File: src/hdl/spq_pkg.sv
// ----------------------------------------------------------------------------
// spq_pkg
// Types and codes shared by the controller, datapath and top level of the
// sorted priority queue.
// ----------------------------------------------------------------------------
`default_nettype none

package spq_pkg;

	// Item operation codes
	localparam logic OP_PUSH = 1'b0;
	localparam logic OP_POP  = 1'b1;

	// Result status codes
	localparam logic [1:0] ST_OK    = 2'd0;
	localparam logic [1:0] ST_EMPTY = 2'd1;
	localparam logic [1:0] ST_FULL  = 2'd2;

	// Controller states, one-hot
	typedef enum logic [1:0] {
		S_IDLE = 2'b01,
		S_EXEC = 2'b10
	} state_t;

	// Commands from controller to datapath
	typedef struct packed {
		logic capture;  // latch the incoming item
		logic exec;     // apply the latched item and load the result register
	} cmd_t;

endpackage

`default_nettype wire

File: src/hdl/spq_ctrl.sv
// ----------------------------------------------------------------------------
// spq_ctrl
// Controller: takes one item, schedules its execution in the datapath and
// manages the valid flag of the result register.
// ----------------------------------------------------------------------------
`default_nettype none

module spq_ctrl
	import spq_pkg::*;
(
	input  wire logic clk,
	input  wire logic arst_n,
	input  wire logic in_valid,
	output logic      in_ready,
	output logic      out_valid,
	input  wire logic out_ready,
	output cmd_t      cmd
);

	state_t state_q;
	logic   out_valid_q;
	logic   res_free;

	// Result register can take a new value when empty or being drained
	assign res_free    = !out_valid_q || out_ready;
	assign in_ready    = (state_q == S_IDLE);
	assign cmd.capture = in_valid && in_ready;
	assign cmd.exec    = (state_q == S_EXEC) && res_free;
	assign out_valid   = out_valid_q;

	// Advance the state machine
	always_ff @(posedge clk or negedge arst_n) begin
		if (!arst_n) begin
			state_q <= S_IDLE;
		end else begin
			case (state_q)
				S_IDLE: begin
					if (cmd.capture) begin
						state_q <= S_EXEC;
					end
				end
				S_EXEC: begin
					if (cmd.exec) begin
						state_q <= S_IDLE;
					end
				end
				default: begin
					state_q <= S_IDLE;
				end
			endcase
		end
	end

	// Hold the result valid until taken
	always_ff @(posedge clk or negedge arst_n) begin
		if (!arst_n) begin
			out_valid_q <= 1'b0;
		end else if (cmd.exec) begin
			out_valid_q <= 1'b1;
		end else if (out_ready) begin
			out_valid_q <= 1'b0;
		end
	end

endmodule

`default_nettype wire

File: src/hdl/spq_datapath.sv
// ----------------------------------------------------------------------------
// spq_datapath
// Row of sorted cells with a fill count. Every cell compares its priority
// with the latched one in parallel and decides locally whether to keep,
// shift or load, so a push or pop updates all cells together when it executes.
// ----------------------------------------------------------------------------
`default_nettype none

module spq_datapath
	import spq_pkg::*;
#(
	parameter int DEPTH = 16
)(
	input  wire logic               clk,
	input  wire logic               arst_n,
	input  cmd_t                    cmd,
	input  wire logic               opcode,
	input  wire logic        [15:0] priority_req,
	input  wire logic signed [31:0] payload,
	output logic             [1:0]  status,
	output logic signed      [31:0] out_payload,
	output logic             [15:0] out_priority,
	output logic             [4:0]  fill_count
);

	localparam int CW = $clog2(DEPTH + 1);
	localparam logic [CW-1:0] FULL_CNT = CW'(DEPTH);

	// Latched item
	logic        op_q;
	logic [15:0] pr_q;
	logic [31:0] pl_q;

	// Cells and count
	logic [15:0]   prio_q [DEPTH];
	logic [31:0]   pay_q  [DEPTH];
	logic [CW-1:0] count_q;

	logic [DEPTH-1:0] ge;
	logic [DEPTH-1:0] at_end;
	logic [DEPTH-1:0] prev_ge;

	logic          is_push;
	logic          full;
	logic          empty;
	logic          push_ok;
	logic          pop_ok;
	logic [CW-1:0] count_d;
	logic [CW+4:0] count_ext;

	// Latch the item on acceptance
	always_ff @(posedge clk) begin
		if (cmd.capture) begin
			op_q <= opcode;
			pr_q <= priority_req;
			pl_q <= payload;
		end
	end

	assign is_push = (op_q == OP_PUSH);
	assign full    = (count_q == FULL_CNT);
	assign empty   = (count_q == '0);
	assign push_ok = cmd.exec && is_push && !full;
	assign pop_ok  = cmd.exec && !is_push && !empty;
	assign prev_ge = {ge[DEPTH-2:0], 1'b0};

	// Per-cell compare and update
	for (genvar i = 0; i < DEPTH; i++) begin : g_cell
		localparam logic [CW-1:0] IDX = CW'(i);
		logic        take;
		logic [15:0] src_pr;
		logic [31:0] src_pl;

		assign ge[i]     = (IDX < count_q) && (prio_q[i] >= pr_q);
		assign at_end[i] = (IDX == count_q);
		assign take      = ge[i] || at_end[i];

		// Pop source: the cell behind, the last cell keeps its own
		if (i == DEPTH - 1) begin : g_last
			assign src_pr = prio_q[i];
			assign src_pl = pay_q[i];
		end else begin : g_mid
			assign src_pr = prio_q[i+1];
			assign src_pl = pay_q[i+1];
		end

		always_ff @(posedge clk) begin
			if (push_ok && take) begin
				if (prev_ge[i]) begin
					// Make room: take the entry ahead
					if (i > 0) begin
						prio_q[i] <= prio_q[(i > 0) ? i - 1 : 0];
						pay_q[i]  <= pay_q[(i > 0) ? i - 1 : 0];
					end
				end else begin
					// Insertion point
					prio_q[i] <= pr_q;
					pay_q[i]  <= pl_q;
				end
			end else if (pop_ok) begin
				prio_q[i] <= src_pr;
				pay_q[i]  <= src_pl;
			end
		end
	end

	// Next fill count
	always_comb begin
		count_d = count_q;
		if (push_ok) begin
			count_d = count_q + CW'(1);
		end else if (pop_ok) begin
			count_d = count_q - CW'(1);
		end
	end

	assign count_ext = {5'b0, count_d};

	always_ff @(posedge clk or negedge arst_n) begin
		if (!arst_n) begin
			count_q <= '0;
		end else begin
			count_q <= count_d;
		end
	end

	// Load the result register
	always_ff @(posedge clk) begin
		if (cmd.exec) begin
			fill_count   <= count_ext[4:0];
			out_payload  <= '0;
			out_priority <= '0;
			if (is_push) begin
				status <= full ? ST_FULL : ST_OK;
			end else if (empty) begin
				status <= ST_EMPTY;
			end else begin
				status       <= ST_OK;
				out_payload  <= signed'(pay_q[0]);
				out_priority <= prio_q[0];
			end
		end
	end

endmodule

`default_nettype wire

File: src/hdl/sorted_priority_queue.sv
// An accepted item is latched; the execute state then loads the result and sets result valid.
// The controller holds one item at a time; its execute state waits only while the result
// register is still full. The next item is accepted while a finished result waits to be taken.
// Reset: arst_n clears the fill count, state machine and result valid;
// cell contents are not reset and are only read below the fill count.
// ----------------------------------------------------------------------------
// sorted_priority_queue
// Bounded priority queue kept in ascending priority order, smallest at the
// head. Push inserts ahead of equal priorities; pop returns the head.
// ----------------------------------------------------------------------------
`default_nettype none

module sorted_priority_queue
	import spq_pkg::*;
#(
	parameter int DEPTH = 16
)(
	input  wire logic               clk,
	input  wire logic               arst_n,
	input  wire logic               in_valid,
	output logic                    in_ready,
	input  wire logic               opcode,
	input  wire logic        [15:0] priority_req,
	input  wire logic signed [31:0] payload,
	output logic                    out_valid,
	input  wire logic               out_ready,
	output logic             [1:0]  status,
	output logic signed      [31:0] out_payload,
	output logic             [15:0] out_priority,
	output logic             [4:0]  fill_count
);

	cmd_t cmd;

	// Sequence items
	spq_ctrl u_ctrl (
		.clk      (clk),
		.arst_n   (arst_n),
		.in_valid (in_valid),
		.in_ready (in_ready),
		.out_valid(out_valid),
		.out_ready(out_ready),
		.cmd      (cmd)
	);

	// Hold and reorder entries
	spq_datapath #(
		.DEPTH(DEPTH)
	) u_datapath (
		.clk         (clk),
		.arst_n      (arst_n),
		.cmd         (cmd),
		.opcode      (opcode),
		.priority_req(priority_req),
		.payload     (payload),
		.status      (status),
		.out_payload (out_payload),
		.out_priority(out_priority),
		.fill_count  (fill_count)
	);

endmodule

`default_nettype wire

File: config.mk
export PLATFORM = sky130hd
export DESIGN_NAME = sorted_priority_queue
export DESIGN_NICKNAME = d
export VERILOG_FILES = /design/src/hdl/spq_pkg.sv /design/src/hdl/spq_ctrl.sv /design/src/hdl/spq_datapath.sv /design/src/hdl/sorted_priority_queue.sv
export SDC_FILE = /design/constraint.sdc
export NUM_CORES = 2
export LEC_CHECK = 0
export ABC_AREA = 1
export ABC_CLOCK_PERIOD_IN_PS = 9100
export BUFFER_PORTS_ARGS = -buffer_cell sky130_fd_sc_hd__buf_4
export CORE_MARGIN = 2
export CORE_UTILIZATION = 56
export DETAILED_ROUTE_END_ITERATION = 7
export PLACE_DENSITY = 0.72
export SYNTH_ARGS = -nofsm -noshare
export SYNTH_HDL_FRONTEND = slang
export SYNTH_SLANG_ARGS = --single-unit
export TNS_END_PERCENT = 30
File: constraint.sdc
create_clock -name clk -period 9.1 [get_ports clk]
set_input_delay 1.365 -clock clk [delete_from_list [all_inputs] [get_ports clk]]
set_output_delay 1.365 -clock clk [all_outputs]
set_load 0.01 [all_outputs]
==> results.json <==
{
  "clk_pin_slew_ns": 0.06,
  "grt_pass1_vias": 40700,
  "drtIter0Drc": 5222,
  "synth_fa_ha_area_share_pct": 6.14,
  "antenna_cells": 0,
  "critical_path_class": "flip-flop to flip-flop",
  "grt_start_max_net_pins": 234,
  "crit_fanout": 233,
  "slew_headroom_pct": 16.7,
  "cp-end-kind": "flip-flop",
  "synth.mux.area_fraction_pct": 0,
  "drt_pass1_iterations": 6,
  "rsz0062_at_grt": "no",
  "synth_xor_area_share_pct": 0.0659,
  "synth_top_area_share_pct": 49.2,
  "ys_ff_latch": 880,
  "seq_area_mm2": 0.0264,
  "cts.sinks": 880,
  "synth_async_sr_flop_share_pct": 0.909,
  "fin_nets": 6617,
  "fmax_mhz": 174,
  "via_per_inst": 5.71,
  "synth-simple-area-share_pct": 31.0,
  "post-place-ws_ns": 3.18,
  "grt_pass1_wl_um": 220000,
  "worstPathRequired_ns": 9.51,
  "die_w_um": 312,
  "hpwl_um": 91600,
  "grt-ovfl-total": 0,
  "crit_family": "buffers and inverters",
  "clockBufferDepth": 3,
  "cts_hold_buf": 0,
  "syn-num-nets": 6818,
  "cts.repair.resized": 0,
  "final.period_utilization_pct": 63.2,
  "fillers": 8271,
  "hold_slack_ns": 0.534,
  "power_uw": 10900,
  "start_util_pct": 56.2,
  "cp-start-kind": "flip-flop",
  "powerDensity_mw_per_mm2": 191,
  "ys_top_cells_by_area": "edfxtp_1 (49%), nand2_1 (16%), nand3_1 (8.2%)",
  "worst_slack_ns": 3.35,
  "io_pins": 110,
  "cpPeakStageDelay_ns": 0.84,
  "slew_violations": 0,
  "yosysWarningCount": 0,
  "cts_root_buf": "clkbuf_16",
  "worst_pin_slew_ns": 1.25,
  "drive_gt1_share_pct": 5.83,
  "post-route-drc-count": 0,
  "seq_area_frac_synth_pct": 49.6,
  "cp_slowest_cell": "buf_4",
  "wirelength_um": 135000,
  "hold_path_class": "flip-flop to flip-flop",
  "status": "complete, no violations",
  "crit_arrival_ns": 6.17,
  "die_h_um": 312,
  "worst_ir_drop_vdd_mv": 0.170,
  "hold_viol": 0,
  "multi_input_comb_area_mm2": 0.0219,
  "drtAntennaViolNets": 0,
  "synth.avg_cell_area_um2": 8.17,
  "finalSetupTns_ns": 0,
  "period_needed_ns": 5.75,
  "wire_per_inst_um": 17.7,
  "cp_cell_sequence": "inv_1, ha_1, inv_1, nor2_1, a21oi_1, inv_2, nor2_4, buf_12, buf_12, buf_4, nor2_1, nand2_1, nand3_1",
  "fin_worst_skew_ns": 0.0221,
  "synthTopCellsByCount": "nand2_1 (2256), edfxtp_1 (872), nand3_1 (870)",
  "antenna_found_initial": 2,
  "final_util_pct": 60.4,
  "tritoncts.num_buffers": 97,
  "post_cts_buffers": 0,
  "grt_util_all_layers_pct": 27.3,
  "synth-compound-area-share_pct": 3.81,
  "syn_to_final_growth_pct": 7.45,
  "buffer_ports.inserted": 109,
  "yosysTopAreaCell": "edfxtp_1",
  "finalSetupViolations": 0,
  "cts_max_level": 3,
  "maxCapViolations": 0,
  "gp_congestion": 0.912,
  "synthCells": 6504,
  "yosysMostFrequentCell": "nand2_1",
  "synth_edf_count": 872,
  "leakagePower_uw": 0.0259,
  "die_area_mm2": 0.0974,
  "clock_latency_ns": 0.68,
  "vias": 43600,
  "syn-cell-area_mm2": 0.0532,
  "coreArea_mm2": 0.0946,
  "rows": 113,
  "synth_ff_type": "edfxtp_1",
  "synth_top_family_by_area": "simple AND/OR/NAND/NOR gates",
  "crit_buf_inv": 6,
  "cts_tree": "done",
  "synth_cell_types": 33
}
sequential cells by signal (all words and copies together) (netlist names):
register	cells
u_datapath.out_payload	32
u_datapath.pr_q	16
u_datapath.pay_q	512
u_datapath.out_priority	16
u_ctrl.state_q	2
u_ctrl.out_valid	1
u_datapath.fill_count	5
u_datapath.pl_q	32
u_datapath.count_q	5
u_datapath.status	2
u_datapath.op_q	1
u_datapath.prio_q	256
stage by stage:
| stage | std cells | instance area (um2) |
|---|---|---|
| after floorplan | 6504 | 53200 |
| after detailed placement | 7469 | 54100 |
| after global routing | 7645 | 57100 |
| after global placement | 7469 | 54100 |
| after CTS | 7645 | 57100 |
| final | 7645 | 57100 |
final timing paths:
check	cells past startpoint	slack [ns]	startpoint	to
setup / recovery	13	3.35	u_datapath.count_q[0]	u_datapath.pay_q[1][200]
hold / removal	2	0.53	u_datapath.pay_q[1][232]	u_datapath.pay_q[1][200]
setup reg to reg	13	3.35	u_datapath.count_q[0]	u_datapath.pay_q[1][200]
hold reg to reg	2	0.53	u_datapath.pay_q[1][232]	u_datapath.pay_q[1][200]
max in group asynchronous	1	8.28	arst_n	u_ctrl.state_q[0]
min in group asynchronous	1	0.55	arst_n	u_datapath.count_q[2]
logic make-up (layout without fill, tap and decap cells):
| family | after synthesis | count (layout) |
|---|---|---|
| compound gates | 367 | 367 |
| simple gates | 3772 | 3772 |
| fa+ha+maj | 261 | 261 |
| buf+inv | 1220 | 1096 |
| xor+xnor | 4 | 4 |
| flops | 880 | 880 |
layout by cell type, fill, tap and decap left out, types with 11 or more instances in the layout:
cell and instances:
buf_4 180, edfxtp_1 872, clkbuf_16 98, ha_1 261, nor3_1 11, o21bai_1 13, clkinv_1 15, a21oi_1 110
clkinv_2 20, nand3_1 867, o21ai_1 42, nand2_1 2242, clkbuf_1 25, nand2_2 20, o21ai_0 137, nor2_1 162
inv_1 722, inv_2 11, o211ai_1 48, nand4_1 452
tightest hold or removal path: cells and delay by family (launching register included):
family / cells / cell delay [ns]
AND/OR/NAND/NOR: 2 / 0.12
flip-flops: 1 / 0.31
where the power goes:
group | internal [uW] | switching [uW]
Clock | 2190 | 1640
Sequential | 4780 | 160
Combinational | 505 | 1630
Total | 7470 | 3420
cell type report:
| cell class | instances | area share [%] |
|---|---|---|
| flip-flops and latches | 880 | 46.2 |
| multi-input cells | 4404 | 38.3 |
| inverters | 735 | 4.86 |
| clock buffers | 125 | 4.51 |
| well taps | 1265 | 2.77 |
| repair buffers | 185 | 2.54 |
| clock inverters | 51 | 0.815 |
layer usage:
layer	wire (um)	global-route usage, %	vias up
li1	-	-	21400
met1	63400	42.2	20100
met2	57300	40.5	1978
met3	12000	4.25	173
met4	2350	6.28	0
met5	0	0	-
Note: power is estimated with default switching activity, not from simulation.
